File: config.mk
export PLATFORM = sky130hd
export DESIGN_NAME = byte_stack_burst_drain_unit_flat
export DESIGN_NICKNAME = d
export VERILOG_FILES = /design/src/rtl/core/bsbd_pkg.sv /design/src/rtl/core/bsbd_in_if.sv /design/src/rtl/core/bsbd_out_if.sv /design/src/rtl/core/bsbd_store.sv /design/src/rtl/core/byte_stack_burst_drain_unit.sv /design/src/flat_wrapper.sv
export VERILOG_INCLUDE_DIRS = /design/src /design/src/rtl/core
export SDC_FILE = /design/constraint.sdc
export NUM_CORES = 2
export LEC_CHECK = 0
export BUFFER_PORTS_ARGS = -buffer_cell sky130_fd_sc_hd__buf_2
export CAP_MARGIN = 20
export CORE_MARGIN = 2
export CORE_UTILIZATION = 40
export CTS_CLUSTER_DIAMETER = 50
export DETAILED_ROUTE_END_ITERATION = 10
export HOLD_SLACK_MARGIN = 0.12
export SYNTH_ARGS = -nofsm -noshare
export SYNTH_HDL_FRONTEND = slang
export SYNTH_SLANG_ARGS = --single-unit
File: constraint.sdc
create_clock -name i_clk -period 4.4 [get_ports i_clk]
set_input_delay 0 -clock i_clk [delete_from_list [all_inputs] [get_ports i_clk]]
set_output_delay 0 -clock i_clk [all_outputs]
set_load 0.03 [all_outputs]
File: src/rtl/core/byte_stack_burst_drain_unit_assert.svh
// Assertion macros for the byte stack burst drain unit.
// Included by the top level; no other dependencies.
`ifndef BYTE_STACK_BURST_DRAIN_UNIT_ASSERT_SVH
`define BYTE_STACK_BURST_DRAIN_UNIT_ASSERT_SVH
`ifndef ASSERT_OFF
// Same-cycle implication, disabled during reset.
`define BSBD_ASSERT_IMP(lbl, clk, rst_n, ante, cons) \
    lbl: assert property (@(posedge clk) disable iff (!rst_n) (ante) |-> (cons)) \
        else $error("bsbd: same-cycle check failed");
// Next-cycle implication, disabled during reset.
`define BSBD_ASSERT_NXT(lbl, clk, rst_n, ante, cons) \
    lbl: assert property (@(posedge clk) disable iff (!rst_n) (ante) |=> (cons)) \
        else $error("bsbd: next-cycle check failed");
`else
`define BSBD_ASSERT_IMP(lbl, clk, rst_n, ante, cons)
`define BSBD_ASSERT_NXT(lbl, clk, rst_n, ante, cons)
`endif
`endif

File: src/rtl/core/bsbd_pkg.sv
// Shared types and constants of the byte stack burst drain unit.
// No dependencies.
package bsbd_pkg;

    localparam int SIZE_W = 7;

    localparam logic CMD_PUSH  = 1'b0;
    localparam logic CMD_DRAIN = 1'b1;

    localparam logic [SIZE_W-1:0] DRAIN_RESET = 7'd50;
    localparam logic [SIZE_W-1:0] DRAIN_MAX   = 7'd64;

    // Control from the sequencer to the store.
    typedef struct packed {
        logic              push;
        logic [7:0]        push_data;
        logic              drain;
        logic [SIZE_W-1:0] size;
        logic              rd_en;
    } t_store_ctl;

    // Status from the store back to the sequencer.
    typedef struct packed {
        logic       can_drain;
        logic [7:0] rd_data;
    } t_store_sts;

endpackage

File: src/rtl/core/bsbd_in_if.sv
// Input channel of the byte stack burst drain unit: command and byte.
// No dependencies.
interface bsbd_in_if;
    logic       valid;
    logic       ready;
    logic       cmd;
    logic [7:0] data_in;

    modport source (output valid, output cmd, output data_in, input ready);
    modport sink   (input valid, input cmd, input data_in, output ready);
endinterface

File: src/rtl/core/bsbd_out_if.sv
// Output channel of the byte stack burst drain unit: popped byte and last flag.
// No dependencies.
interface bsbd_out_if;
    logic       valid;
    logic       ready;
    logic [7:0] data_out;
    logic       last;

    modport source (output valid, output data_out, output last, input ready);
    modport sink   (input valid, input data_out, input last, output ready);
endinterface

File: src/rtl/core/bsbd_store.sv
// Byte store of the stack: memory array, fill count and pop pointer.
// Depends on bsbd_pkg.
module bsbd_store
    import bsbd_pkg::*;
#(
    parameter int DEPTH = 256
) (
    input  logic       i_clk,
    input  logic       i_rst_n,
    input  t_store_ctl i_ctl,
    output t_store_sts o_sts
);

    localparam int AW = $clog2(DEPTH);
    localparam int CW = AW + 1;

    logic [7:0]    r_mem [DEPTH];
    logic [CW-1:0] r_fill;
    logic [AW-1:0] r_ptr;
    logic [7:0]    r_rd_data;

    logic          push_ok;
    logic [CW-1:0] size_ext;

    assign push_ok  = i_ctl.push && (r_fill < CW'(DEPTH));
    assign size_ext = CW'(i_ctl.size);

    assign o_sts.can_drain = (i_ctl.size != '0) && (r_fill >= size_ext);
    assign o_sts.rd_data   = r_rd_data;

    always_ff @(posedge i_clk) begin
        if (!i_rst_n) begin
            r_fill <= '0;
        end else if (push_ok) begin
            r_fill <= r_fill + CW'(1);
        end else if (i_ctl.drain) begin
            r_fill <= r_fill - size_ext;
        end
    end

    // Pop pointer: load with top of stack on a drain, walk down per read.
    always_ff @(posedge i_clk) begin
        if (i_ctl.drain) begin
            r_ptr <= AW'(r_fill - CW'(1));
        end else if (i_ctl.rd_en) begin
            r_ptr <= r_ptr - AW'(1);
        end
    end

    always_ff @(posedge i_clk) begin
        if (push_ok) begin
            r_mem[r_fill[AW-1:0]] <= i_ctl.push_data;
        end
    end

    // Registered read port; holds its data when no read is issued.
    always_ff @(posedge i_clk) begin
        if (i_ctl.rd_en) begin
            r_rd_data <= r_mem[r_ptr];
        end
    end

endmodule

File: src/rtl/core/byte_stack_burst_drain_unit.sv
// Byte stack burst drain unit: LIFO byte store emptied in fixed-size bursts.
// Depends on bsbd_pkg, bsbd_in_if, bsbd_out_if, bsbd_store and the assertion header.
//
// Usage:
//   i_in carries one beat per command: cmd = push stores data_in on top of the
//   stack (dropped when full), cmd = drain pops drain_size bytes newest first
//   if at least that many are held, else does nothing.
//   o_out carries one beat per popped byte; last marks the final byte of a burst.
//   i_cfg_we / i_cfg_wdata write drain_size (values above 64 act as 64, zero
//   pops nothing). Write it only while the unit is idle.
// Timing:
//   A push is taken whenever the unit is idle; pushes are taken back to back.
//   A drain of N bytes holds the input until all N are read, one read of the
//   single memory port per byte. Each byte passes the memory read register and
//   the output register to o_out; one byte per cycle while o_out is not stalled.
// Reset:
//   Clears the fill count, the sequencer and the output stage; drain_size
//   returns to 50. The memory itself is not cleared.
// Stall:
//   A two-stage pipe (memory read register, output register) holds data while
//   o_out.ready is low; reads pause and resume without loss.
`include "byte_stack_burst_drain_unit_assert.svh"

module byte_stack_burst_drain_unit
    import bsbd_pkg::*;
#(
    parameter int DEPTH = 256
) (
    input  logic              i_clk,
    input  logic              i_rst_n,
    input  logic              i_cfg_we,
    input  logic [SIZE_W-1:0] i_cfg_wdata,
    bsbd_in_if.sink           i_in,
    bsbd_out_if.source        o_out
);

    typedef enum logic {
        ST_IDLE,
        ST_DRAIN
    } t_state;

    t_state            r_state;
    logic [SIZE_W-1:0] r_drain_size;
    logic [SIZE_W-1:0] r_left;
    logic              r_rd_v;
    logic              r_rd_last;
    logic              r_out_v;
    logic [7:0]        r_out_data;
    logic              r_out_last;

    logic [SIZE_W-1:0] size_eff;
    logic              in_fire;
    logic              drain_go;
    logic              out_free;
    logic              rd_issue;
    logic              rd_move;
    t_store_ctl        store_ctl;
    t_store_sts        store_sts;

    // Clamp the burst size to the largest supported burst.
    assign size_eff = (r_drain_size > DRAIN_MAX) ? DRAIN_MAX : r_drain_size;

    assign i_in.ready = (r_state == ST_IDLE);
    assign in_fire    = i_in.valid && i_in.ready;
    assign drain_go   = in_fire && (i_in.cmd == CMD_DRAIN) && store_sts.can_drain;

    // Output register is free when empty or being taken this cycle.
    assign out_free = !r_out_v || o_out.ready;
    // Issue a read when the read register is empty or moves on this cycle.
    assign rd_issue = (r_state == ST_DRAIN) && (!r_rd_v || out_free);
    assign rd_move  = r_rd_v && out_free;

    assign store_ctl.push      = in_fire && (i_in.cmd == CMD_PUSH);
    assign store_ctl.push_data = i_in.data_in;
    assign store_ctl.drain     = drain_go;
    assign store_ctl.size      = size_eff;
    assign store_ctl.rd_en     = rd_issue;

    bsbd_store #(
        .DEPTH (DEPTH)
    ) u_store (
        .i_clk   (i_clk),
        .i_rst_n (i_rst_n),
        .i_ctl   (store_ctl),
        .o_sts   (store_sts)
    );

    always_ff @(posedge i_clk) begin
        if (!i_rst_n) begin
            r_drain_size <= DRAIN_RESET;
        end else if (i_cfg_we) begin
            r_drain_size <= i_cfg_wdata;
        end
    end

    // Sequencer: state, burst counter and the valid bits of both pipe stages.
    always_ff @(posedge i_clk) begin
        if (!i_rst_n) begin
            r_state <= ST_IDLE;
            r_left  <= '0;
            r_rd_v  <= 1'b0;
            r_out_v <= 1'b0;
        end else begin
            case (r_state)
                ST_IDLE: begin
                    if (drain_go) begin
                        r_state <= ST_DRAIN;
                        r_left  <= size_eff;
                    end
                end
                ST_DRAIN: begin
                    if (rd_issue) begin
                        r_left <= r_left - SIZE_W'(1);
                        if (r_left == SIZE_W'(1)) begin
                            r_state <= ST_IDLE;
                        end
                    end
                end
                default: begin
                    r_state <= ST_IDLE;
                end
            endcase

            if (rd_issue) begin
                r_rd_v <= 1'b1;
            end else if (rd_move) begin
                r_rd_v <= 1'b0;
            end

            if (rd_move) begin
                r_out_v <= 1'b1;
            end else if (o_out.ready) begin
                r_out_v <= 1'b0;
            end
        end
    end

    // Payload of the pipe stages; held while stalled.
    always_ff @(posedge i_clk) begin
        if (rd_issue) begin
            r_rd_last <= (r_left == SIZE_W'(1));
        end
        if (rd_move) begin
            r_out_data <= store_sts.rd_data;
            r_out_last <= r_rd_last;
        end
    end

    assign o_out.valid    = r_out_v;
    assign o_out.data_out = r_out_data;
    assign o_out.last     = r_out_last;

    `BSBD_ASSERT_IMP(a_busy_has_bytes, i_clk, i_rst_n, r_state == ST_DRAIN, r_left != '0)
    `BSBD_ASSERT_NXT(a_drain_loads_count, i_clk, i_rst_n, drain_go,
                     r_state == ST_DRAIN && r_left == $past(size_eff))
    `BSBD_ASSERT_NXT(a_final_read_ends, i_clk, i_rst_n, rd_issue && r_left == SIZE_W'(1),
                     r_state == ST_IDLE && r_rd_v && r_rd_last)

endmodule

File: src/flat_wrapper.sv
// flat-port wrapper written by rule: the top's interface ports become plain ports
module byte_stack_burst_drain_unit_flat import bsbd_pkg::*;
#(
    parameter int DEPTH = 256
)
  (i_clk, i_rst_n, i_cfg_we, i_cfg_wdata, i_in_valid, i_in_cmd, i_in_data_in, i_in_ready, o_out_valid, o_out_data_out, o_out_last, o_out_ready);
  bsbd_in_if i_in_i ();
  bsbd_out_if o_out_i ();
  input  logic i_clk;
  input  logic i_rst_n;
  input  logic i_cfg_we;
  input  logic [SIZE_W-1:0] i_cfg_wdata;
  input wire logic [$bits(i_in_i.valid)-1:0] i_in_valid;
  input wire logic [$bits(i_in_i.cmd)-1:0] i_in_cmd;
  input wire logic [$bits(i_in_i.data_in)-1:0] i_in_data_in;
  output wire logic [$bits(i_in_i.ready)-1:0] i_in_ready;
  output wire logic [$bits(o_out_i.valid)-1:0] o_out_valid;
  output wire logic [$bits(o_out_i.data_out)-1:0] o_out_data_out;
  output wire logic [$bits(o_out_i.last)-1:0] o_out_last;
  input wire logic [$bits(o_out_i.ready)-1:0] o_out_ready;
  assign i_in_i.valid = i_in_valid;
  assign i_in_i.cmd = i_in_cmd;
  assign i_in_i.data_in = i_in_data_in;
  assign i_in_ready = i_in_i.ready;
  assign o_out_valid = o_out_i.valid;
  assign o_out_data_out = o_out_i.data_out;
  assign o_out_last = o_out_i.last;
  assign o_out_i.ready = o_out_ready;
  byte_stack_burst_drain_unit #(.DEPTH(DEPTH)) u_core (.i_clk(i_clk), .i_rst_n(i_rst_n), .i_cfg_we(i_cfg_we), .i_cfg_wdata(i_cfg_wdata), .i_in(i_in_i), .o_out(o_out_i));
endmodule
## Yosys cells after proc, flatten, opt, wreduce, memory -nomap -nowiden

Memories as Yosys holds them, arrays and structs flattened. A register that Yosys moved wholly into a read port is not among the register bits.
Cells that the tools add are included.

| word-level totals | value |
|---|---|
| output and inout port bits | 11 |
| input port bits | 21 |
| register bits after elaboration | 44 |
| bits in writable memories | 2,048 |
| memories kept | 1 |
| word-level logic and storage cells | 60 |

Memories:

| name | words | width | rd ports | clocked after memory_dff | wr ports | RTL line | RTL |
|---|---|---|---|---|---|---|---|
| u_core.u_store.r_mem | 256 | 8 | 1 | 1 | 1 | bsbd_store.sv:17 | `logic [7:0] r_mem [DEPTH];` |

| operators by class | value |
|---|---|
| reduce and logical (&&, ||, !) cells | 18 |
| order comparisons | 3 |
| add/subtract/negate cells | 5 |
| bitwise logic cells | 2 |
| eq/ne operators | 3 |
| mux-type cells | 18 |

Operator list:

| cell | number |
|---|---|
| two-way mux 7 bit | 3 |
| two-way mux 9 bit | 2 |
| two-way mux 8 bit | 2 |
| subtractor 8 x 1 -> 8 bit, second input constant | 2 |
| case mux 7 bit (2 select lines) | 1 |
| adder 9 x 1 -> 9 bit, second input constant | 1 |
| >= comparator 9 x 7 -> 1 bit | 1 |
| less-than comparator 9 bit, second input constant | 1 |
| two-way mux 1 bit | 9 |
| subtractor 9 x 7 -> 9 bit | 1 |
| logical AND 1 bit | 8 |
| nonzero test 2 bit | 4 |
| equality test 7 x 1 -> 1 bit, second input constant | 1 |
| greater-than comparator 7 bit, second input constant | 1 |
| nonzero test 7 bit | 1 |
| subtractor 7 x 1 -> 7 bit, second input constant | 1 |
| != test 2 bit, second input constant | 2 |
| zero test 1 bit | 2 |
| logical OR 1 bit | 2 |
| inverter 1 bit | 2 |
| case mux 1 bit (2 select lines) | 1 |
| AND reduction 2 bit | 1 |

## Logic depth before layout (Yosys ltp)

| depth | value |
|---|---|
| word-level depth | 7 |
| mapped depth | 16 |

## Hierarchy

From an unflattened synthesis, not the netlist that was laid out.

| second synthesis, totals | value |
|---|---|
| cell total of the unflattened synthesis | 3,893 |
| area, all modules | 81,882.3 sq um |

Modules (own cells, without submodules):

| module | seq. area each (sq um) | cells an instance | area an instance (sq um) | times used |
|---|---|---|---|---|
| bsbd_store | 62,159.6 | 3,779 | 80,673.6 | 1 |
| byte_stack_burst_drain_unit | 640.6 | 114 | 1,208.7 | 1 |

## Worst setup path before layout

No wires, ideal clock.

| path | value |
|---|---|
| path type | reg-to-reg |
| start | register u_core.r_drain_size[6] |
| end | register u_core.u_store.r_ptr[6] (data pin) |
| cell stages (with the launch flop) | 17 |
| setup slack | 1.370 ns |
| required time | 4.131 ns |
| library setup time | 0.269 ns |
| arrival | 2.761 ns |
| clock period less this slack | 3.030 ns |
| cells stage by stage | dfxtp_1 > inv_1 > nand2_1 > ha_1 > a21oi_1 > nor2b_1 > o21ai_0 > o211ai_1 > nand2_1 > clkbuf_1 > nor2_1 > a21oi_1 > ha_1 > nand3_1 > xnor2_1 > nand2_1 > o21ai_0 |

| on the way | value |
|---|---|
| longest elaborated chain between the ends | 6 |
| elaborated cells on any way between the ends | 7 |
| those cells by class | order compare: 2; mux: 2; reduce/logical: 3 |

Ends and longest elaborated chain:

| item | RTL line | RTL |
|---|---|---|
| start: declaration | byte_stack_burst_drain_unit.sv:43 | `logic [SIZE_W-1:0] r_drain_size;` |
| start signal: assignment | byte_stack_burst_drain_unit.sv:92 | `r_drain_size <= i_cfg_wdata;` |
| greater-than comparator 7 bit | byte_stack_burst_drain_unit.sv:61 | `assign size_eff = (r_drain_size > DRAIN_MAX) ? DRAIN_MAX : r_drain_size;` |
| two-way mux 7 bit (*) | byte_stack_burst_drain_unit.sv:61 |  |
| >= comparator 9 x 7 -> 1 bit or nonzero test 7 bit (tied branches) | bsbd_store.sv:28 | `assign o_sts.can_drain = (i_ctl.size != '0) && (r_fill >= size_ext);` |
| logical AND 1 bit (*) | bsbd_store.sv:28 |  |
| logical AND 1 bit (*) | byte_stack_burst_drain_unit.sv:65 | `assign drain_go = in_fire && (i_in.cmd == CMD_DRAIN) && store_sts.can_drain;` |
| two-way mux 8 bit (*) | bsbd_store.sv:43 | `if (i_ctl.drain) begin` |
| end signal: assignment | bsbd_store.sv:44 | `r_ptr <= AW'(r_fill - CW'(1));` |
| end signal: assignment | bsbd_store.sv:46 | `r_ptr <= r_ptr - AW'(1);` |
| end: declaration | bsbd_store.sv:19 | `logic [AW-1:0] r_ptr;` |

Mark *: on every way between the ends. The rest lies on a longest branch, timed or not.
A chain may end at the register's enable or synchronous reset.

==> reports/qor.csv <==
metric,value,unit
fp.dieW,457,um
min_period,4.17,ns
synth_cell_type_count,73,
synth-seq-cells,2100,
placed_cells,6566,
grt_util_all_layers,20.4,%
final_core_utilization,45.9,%
setup_tns,0,ns
synth_area_per_cell,21.5,um^2
dp_hpwl,133,mm
wire_per_inst,30.6,um
syn_inst,3832,
final_common_cell,edfxtp_1,
cp_max_fo,21,
slowest_delay,0.83,ns
drive_gt1_share,26.4,%
synth_fa_ha_area_share,0.237,%
postSynthNetCount,3868,
grt-ovfl-total,0,
viasPerCell,5.81,
rsz0062_at_grt,false,
htreeDepth,4,
synth_seq_area_share,76.4,%
placedInstanceArea,86500,um^2
fin_nets,4174,
setup_violations,0,
antenna_found_initial,12,
drt_wl_total,215,mm
clockBufferDepth,3,
core_area,204000,um^2
firstDrtPassIters,6,
grt_max_degree,161,
cp_cell_sequence,"or3_1, nor2_1, a221oi_1, o21ai_0, or3_1, o41ai_1, buf_2, buf_4, a2111oi_0",
rows,166,
top_layer_used,met5,
wl_met2,101,mm
slew_viol_final,0,
wl_met3,18.3,mm
cts_buffers,213,
hp-class,input port to register,
grt_first_pass_wirelength,305,mm
postCtsResizedCells,0,
crit_arrival,4.75,ns
syn_area,82200,um^2
async_flop_share,0,%
p_leak,29.2,nW
fin_crit_sh,94.7,%
synth_top_family_by_area,multiplexers,
ioPinCount,32,
cts_root_buf,clkbuf_16,
ir_drop,0.359,mV
cts_num_sinks,2100,
tritoncts,yes,
die_y,457,um
die_area,209000,um^2
met1Wirelength,88.2,mm
finalClockSkew,0.0259,ns
crit_type,register to register,
p_total,42.5,mW
clock_latency,0.85,ns
synth_flop_cell,edfxtp_1,
yosysWarnings,0,
start_kind,register,
num_vias,40700,
max_slew_margin,17.3,%
status,completed,
layout_common_cells,"edfxtp_1 (2074), mux4_2 (524), nor2_1 (319), clkbuf_16 (216), buf_4 (212)",
worst_slew_pin_slew,1.23,ns
synth_xor_area_share,0.128,%
yosys.area_share.simple,2.82,%
hold_violations,0,
synth-compound-area-share,2.60,%
cp_common_cell,or3_1,
powerDensity,453,nW/um^2
drt_iter0_markers,5428,
synthMuxAreaShare,15.8,%
end_kind,register,
start_util,40.2,%
setup_ws,0.233,ns
drc_errors,0,
ant_nets,0,
max-cap-violations,0,
synth-edff-count,2074,
area_growth,14.1,%
hold_buffers,45,
stdcell_count,7006,
clk_pin_slew_worst_paths,0.06,ns
fin_area,93800,um^2
clock.fmax,240,MHz
grt_pass1_vias,40800,
cts_setup_buffers,0,
pre_cts_ws,0.379,ns
critPathTopFamily,simple AND/OR/NAND/NOR gates,
gp_routability_congestion,0.864,
cpMaxStageDelayCell,edfxtp_1,
cp_num_buf_inv,2,
crit_required,4.98,ns
numPortBuffers,31,
holdWs,0.319,ns
[layer usage]
metal  vias up  track usage [%]
li1      16700                -
met1     21900             28.6
met2      1853             31.9
met3       311             4.28
met4         8             6.53
met5         -                0
[synth_stat cells, drive strengths merged (4+ instances only)]
master  instances  share of area (%)
a211o           6              0.064
mux2i          55               0.67
clkbuf         78               0.36
o22ai          25               0.19
nor2          320                1.5
nor4            9              0.068
mux4          547                 15
a32oi           6              0.064
and3            5              0.038
nor2b          18               0.14
buf           151                1.5
nand4           8              0.061
o21a            4              0.037
ha             14               0.21
a211oi         11               0.10
nor3           15              0.097
o31ai           6              0.055
dfxtp          26               0.63
or2             7              0.053
nand3          38               0.23
and2            6              0.046
mux2            5              0.068
o221a           4              0.055
edfxtp       2074                 76
a221oi         17               0.19
or3             6              0.046
xnor2           9              0.096
inv            19              0.087
a22oi          84               0.78
nand2          82               0.37
a31oi           4              0.030
a311oi          6              0.064
a21oi          66               0.40
a22o            4              0.043
o211ai          7              0.064
nand2b          7              0.053
o21ai          42               0.26
[tightest hold or removal path, cell delays in order]
cell and delay (ns):
dlygate4sd3_1 0.54, buf_2 0.16, clkinv_1 0.33, a21oi_1 0.07
[sequential cells by signal, indices dropped and copies added, names as in the netlist]
register / flops
u_core.r_left: 7
u_core.r_rd_v: 1
u_core.u_store.r_fill: 9
u_core.r_rd_last: 1
u_core.o_out.data_out: 8
u_core.u_store.r_ptr: 8
u_core.o_out.valid: 1
u_core.r_state: 1
u_core.u_store.r_rd_data: 8
u_core.r_drain_size: 7
u_core.o_out.last: 1
u_core.u_store.r_mem: 2048
[path summary, 6_finish.rpt]
path	startpoint	to	slack, ns	cells past startpoint
hold / removal	i_rst_n	u_core.u_store.r_fill[1]	0.32	4
setup reg to reg	u_core.u_store.r_ptr[3]	u_core.u_store.r_rd_data[7]	0.23	9
hold reg to reg	u_core.u_store.r_rd_data[5]	u_core.o_out.data_out[5]	0.42	0
setup / recovery	u_core.u_store.r_ptr[3]	u_core.u_store.r_rd_data[7]	0.23	9
[kinds of logic (layout without fill, tap and decap cells)]
logic type,Yosys count,in the layout
other cells,0,4
simple gates,536,536
fa+ha+maj,15,15
buf+inv,250,732
xor+xnor,12,12
flops,2100,2100
mux,607,607
compound gates,312,312
[layout make-up]
| type | count | area, um^2 |
|---|---|---|
| fill | 17000 | 111000 |
| sequential | 2100 | 62800 |
| multi-input combinational | 1482 | 17900 |
| clock buffer | 256 | 5570 |
| tap | 2688 | 3360 |
| timing repair buffer | 320 | 2900 |
| clock inverter | 135 | 1270 |
| inverter | 21 | 78.8 |
| antenna | 4 | 10.0 |
[report_power, final]
group | total (mW) | switching, mW | internal (mW)
Combinational | 2.65 | 1.66 | 0.982
Clock | 17.7 | 7.69 | 10.0
Sequential | 22.1 | 0.0597 | 22.0
Total | 42.5 | 9.42 | 33.1
No activity file was read; power rests on OpenSTA's default activity.
